[src/rtl/mvt_pkg.sv]
// shared widths, types and constants of the 4x4 vertex transform
package mvt_pkg;

  localparam int DATA_W        = 32;
  localparam int PROD_W        = 2 * DATA_W;
  // four products of 2*DATA_W bits summed exactly
  localparam int ACC_W         = PROD_W + 2;
  // one more bit for the rounding offset
  localparam int RND_W         = ACC_W + 1;
  localparam int NUM_ROWS      = 4;
  localparam int NUM_COLS      = 4;
  localparam int CFG_NUM       = 8;
  localparam int CFG_W         = 64;
  localparam int CFG_IDX_W     = $clog2(CFG_NUM);
  localparam int CFG_IDX_LSB   = 3;
  localparam int CFG_AW        = CFG_IDX_W + CFG_IDX_LSB;
  localparam int FRAC_BITS_DEF = 16;

  typedef logic signed [DATA_W-1:0] word_t;
  typedef word_t [NUM_ROWS-1:0]     vec_t;
  typedef vec_t [NUM_COLS-1:0]      mat_t;
  typedef logic signed [PROD_W-1:0] prod_t;
  typedef prod_t [NUM_ROWS-1:0]     prod_vec_t;
  typedef logic signed [ACC_W-1:0]  acc_t;
  typedef acc_t [NUM_ROWS-1:0]      acc_vec_t;
  typedef logic [CFG_W-1:0]         cfg_t;

  // identity matrix at 16 fraction bits
  localparam cfg_t CFG_RESET [CFG_NUM] = '{
    64'h0000_0000_0001_0000, 64'h0000_0000_0000_0000,
    64'h0001_0000_0000_0000, 64'h0000_0000_0000_0000,
    64'h0000_0000_0000_0000, 64'h0000_0000_0001_0000,
    64'h0000_0000_0000_0000, 64'h0001_0000_0000_0000
  };

  localparam word_t SAT_MAX = 32'sh7FFF_FFFF;
  localparam word_t SAT_MIN = 32'sh8000_0000;

endpackage

[src/rtl/mvt_round.sv]
// round half up, saturate and hold the result word
module mvt_round #(
  parameter int FRAC_BITS = mvt_pkg::FRAC_BITS_DEF
) (
  input  logic                clk_i,
  input  logic                rst_ni,
  input  logic                in_valid_i,
  output logic                in_stall_o,
  input  mvt_pkg::acc_vec_t   psum_i,
  output logic                out_valid_o,
  input  logic                out_stall_i,
  output mvt_pkg::vec_t       vout_o,
  output logic                clipped_o
);
  import mvt_pkg::*;

  localparam logic signed [RND_W-1:0] HALF = RND_W'(1) << (FRAC_BITS - 1);

  logic                    valid_q;
  logic                    en;
  vec_t                    vout_q, vout_d;
  logic                    clip_q, clip_d;
  logic signed [RND_W-1:0] rnd_s [NUM_ROWS];
  logic signed [RND_W-1:0] shr_s [NUM_ROWS];

  assign en         = !valid_q || !out_stall_i;
  assign in_stall_o = !en;

  // add half, shift down, clamp to the word range
  always_comb begin
    clip_d = 1'b0;
    for (int r = 0; r < NUM_ROWS; r++) begin
      rnd_s[r] = RND_W'($signed(psum_i[r])) + HALF;
      shr_s[r] = rnd_s[r] >>> FRAC_BITS;
      if ((&shr_s[r][RND_W-1:DATA_W-1]) || !(|shr_s[r][RND_W-1:DATA_W-1])) begin
        vout_d[r] = shr_s[r][DATA_W-1:0];
      end else begin
        vout_d[r] = shr_s[r][RND_W-1] ? SAT_MIN : SAT_MAX;
        clip_d    = 1'b1;
      end
    end
  end

  // output valid
  always_ff @(posedge clk_i or negedge rst_ni) begin
    if (!rst_ni) begin
      valid_q <= 1'b0;
    end else if (en) begin
      valid_q <= in_valid_i;
    end
  end

  // output word
  always_ff @(posedge clk_i) begin
    if (en) begin
      vout_q <= vout_d;
      clip_q <= clip_d;
    end
  end

  assign out_valid_o = valid_q;
  assign vout_o      = vout_q;
  assign clipped_o   = clip_q;

endmodule

[config.mk]
export PLATFORM = sky130hd
export DESIGN_NAME = mvt_round
export DESIGN_NICKNAME = d
export VERILOG_FILES = /design/src/rtl/mvt_pkg.sv /design/src/rtl/mvt_round.sv
export SDC_FILE = /design/constraint.sdc
export NUM_CORES = 1
export LEC_CHECK = 0
export ABC_AREA = 1
export ABC_CLOCK_PERIOD_IN_PS = 6450
export BUFFER_PORTS_ARGS = -buffer_cell sky130_fd_sc_hd__buf_4
export CAP_MARGIN = 40
export CELL_PAD_IN_SITES_DETAIL_PLACEMENT = 1
export CELL_PAD_IN_SITES_GLOBAL_PLACEMENT = 2
export CORE_MARGIN = 2
export CORE_UTILIZATION = 26
export DETAILED_ROUTE_END_ITERATION = 8
export PLACE_DENSITY_LB_ADDON = 0.1
export SYNTH_ARGS = -nofsm -noshare
export SYNTH_HDL_FRONTEND = slang
export SYNTH_SLANG_ARGS = --single-unit
[constraint.sdc]
create_clock -name clk_i -period 6.45 [get_ports clk_i]
set_clock_uncertainty 0.05 [all_clocks]
set_input_delay 1.29 -clock clk_i [delete_from_list [all_inputs] [get_ports clk_i]]
set_output_delay 1.29 -clock clk_i [all_outputs]
set_load 0.05 [all_outputs]
==> key figures <==
Drt
  • Post-detailed-route DRC marker count: 0
  • Via Count: 13300
  • Routed length per placed instance: 17.7 um
  • Post-detailed-route via-to-cell ratio: 4.56
  • Count of antenna-violating nets left after detailed routing: 0
  • Overall routed net length: 51.6 mm
  • Starting DRT DRC Count: 533
  • DR pass1 iterations: 5

Critical path
  • Critical path buffer and inverter count: 2
  • Crit path DAT: 4.08 ns
  • CP peak stage delay: 0.50 ns
  • Data required time at the worst endpoint: 6.59 ns
  • Cell family contributing the most delay on the critical path: simple AND/OR/NAND/NOR gates
  • Series of cell instances along the critical path: buf_4, ha_1, nand2_1, nor2_2, inv_1, nor2_1, nand3_1, nand2_1, nand2_1, nor2_1, nand2_1, nor2_1, nand3_2, nand3_2, nand2_1
  • Slack of the worst reg-to-reg path: 4.33 ns
  • Class of the most critical setup path: in -> reg
  • Slowest cell on the critical path: nand3_2
  • Startpoint Class: primary input
  • Most Frequent Cell on Critical Path: nand2_1
  • Largest fanout of any net on the critical path: 31
  • CP Capture Type: flip-flop

Yosys
  • Total of warnings raised by yosys: 0
  • Cells taking the most area after synthesis: edfxtp_1, nand2_1, nor2_1
  • Number of distinct library cell variants in the gate-level netlist after synthesis: 34
  • Seq/Total Area, Yosys: 32.1%
  • Nets in the synthesized netlist: 2231
  • Syn_area_per_cell: 6.21 um2
  • Cell area after technology mapping: 12200 um2
  • Top-area cell type share of the netlist area: 31.8%
  • Yosys reg bits: 130
  • Most area-hungry cell type in the Yosys netlist: edfxtp_1
  • Post-synthesis instance total: 1959

Finish
  • Synthesis-to-finish area growth: 30.6%
  • Most common library cell in the layout ignoring fill and taps: nand2_1
  • Most used cells in the layout excluding fill and tap cells: nand2_1, nor2_1, buf_4, inv_1, edfxtp_1
  • Net total in the final layout: 2565
  • Layout cells sized above 1: 19.3%

Pwr
  • Largest vdd supply drop: 0.000182 V
  • P_leak: 6.89 nW
  • PD cells: 175 nW/um2

Clocking
  • Sinks on Clock Net: 130
  • Clock Root Buffer: clkbuf_16
  • Clock input transition at the sequential cells of the worst setup and hold paths: 0.06 ns
  • Clock buffer count from CTS: 17
  • CTS Hold Bufs: 0
  • Longest Clk Path Bufs: 2
  • Setup Fix Bufs, Post-CTS: 0
  • Clk Latency, worst-skew pair: 0.47 ns
  • Maximum level of the CTS H-tree: 4
  • Post_cts resized: 0
  • Clock tree from TritonCTS: done

Floorplanning
  • I/O pin count: 399
  • Vertical extent of the die: 220 um
  • Area enclosed by the die boundary: 48500 um2
  • Placeable Area: 46400 um2
  • Initial core utilization: 26.2%
  • Die W: 220 um
  • Rows: 79

Timing
  • Worst max-slew margin expressed relative to the limit: 54.9%
  • Final max-slew violation count: 0
  • Slew at the pin closest to its max-slew limit: 0.676 ns
  • Setup TNS Final: 0 ns
  • Minimum hold slack: 0.533 ns
  • Fmax: 254 MHz
  • Share of the clock period used by the worst path: 61.1%
  • RSZ-0062 raised after global routing: no
  • Final Setup Violations: 0
  • Post-layout min period: 3.94 ns
  • Number of failing hold endpoints at the final stage: 0

Global routing
  • Largest net degree at the start of global routing: 84
  • Vias in the first global route: 13800
  • First-pass GRT wire length: 77.7 mm
  • Overall Global Routing Usage: 21.3%
  • Global route total overflow: 0
  • Antenna violations before repair: 1

Placement
  • Number of I/O port buffers: 338
  • Last weighted congestion value of the routability-driven placer: 0.852
  • DP HPWL: 44.1 mm

Flow run
  • Max-cap violations: 0

Outcome
  • Status: finished, final reports clean

Worst hold path
  • Class of the worst hold path: in -> async
report_power, final:
group	internal [W]	switching [W]	leakage, nW
Clock	0.000613	0.000424	0.297
Combinational	0.000233	0.000487	5.28
Sequential	0.00100	0.0000184	1.31
path summary, 6_finish.rpt:
path                       cells past startpoint   startpoint           to
max reg2reg                                    2  out_valid_o   vout_o[35]
min                                            1       rst_ni  out_valid_o
max                                           15   psum_i[15]   vout_o[21]
min reg2reg                                    1  out_valid_o  vout_o[103]
max in group asynchronous                      1       rst_ni  out_valid_o
min in group clk_i                             3   psum_i[65]   vout_o[31]
flip-flops by register name (all words and copies together), names as in the netlist:
name	flops
vout_o	128
out_valid_o	1
clipped_o	1
area by class of cell:
| cell class | count | area [um2] |
|---|---|---|
| Antenna cell | 1 | 2.50 |
| Clock buffer | 18 | 429 |
| Clock inverter | 14 | 180 |
| Fill cell | 6088 | 30500 |
| Inverter | 155 | 582 |
| Multi-Input combinational cell | 1648 | 7460 |
| Sequential cell | 130 | 3900 |
| Tap cell | 607 | 759 |
| Timing Repair Buffer | 341 | 2570 |
Yosys cell counts:
| cell | instances |
|---|---|
| o21ai_2 | 1 |
| nor2_4 | 10 |
| dfrtp_1 | 1 |
| a21oi_1 | 1 |
| o21ai_0 | 3 |
| inv_1 | 150 |
| edfxtp_1 | 129 |
| o21bai_1 | 1 |
| xor2_1 | 43 |
| nand2_1 | 870 |
| nand2_4 | 2 |
| buf_2 | 7 |
| nor2_1 | 390 |
| or2_2 | 5 |
| and2_0 | 1 |
| ha_1 | 4 |
| nor2_8 | 1 |
| nand2_2 | 20 |
| buf_4 | 7 |
| nand2b_1 | 1 |
| nor3_1 | 16 |
| nand3_2 | 11 |
| xnor2_1 | 74 |
| nor2_2 | 18 |
| or2_0 | 1 |
| buf_12 | 1 |
| nand4_1 | 73 |
| buf_8 | 2 |
| nand3b_1 | 1 |
| nand3_1 | 100 |
| clkinv_1 | 1 |
| buf_6 | 9 |
| o21ai_1 | 1 |
| inv_2 | 4 |
cell families after synthesis:
family	after synthesis	share of synthesized area [%]
simple gates	1520	52.0
buf+inv	181	6.75
flops	130	32.1
xor+xnor	117	8.43
compound gates	7	0.339
fa+ha+maj	4	0.411
per-layer routing:
metal  routed length (um)  track usage, %  vias to the layer above  share of wire (%)
li1                     -               -                     6851                  -
met1                23500            27.0                     6158                 46
met2                24600            36.8                      251                 48
met3                 2600            4.19                       42                5.0
met4                  830            6.11                        0                1.6
met5                    0               0                        -                  0
stage by stage:
| stage | total power [W] | setup WS (ns) | cells | instance area [um2] | utilization [%] |
|---|---|---|---|---|---|
| detailed placement | 0.00177 | 1.99 | 2881 | 15300 | 32.9 |
| finish | 0.00278 | 2.51 | 2914 | 15900 | 34.3 |
| CTS | 0.00281 | 2.51 | 2913 | 15900 | 34.2 |
| floorplan | 0.00144 | 1.53 | 1959 | 12200 | - |
| global placement | 0.00176 | 1.92 | 2880 | 15300 | 32.9 |
| global route | 0.00289 | 2.22 | 2913 | 15900 | 34.2 |
Power figures use the tool's default switching activity.
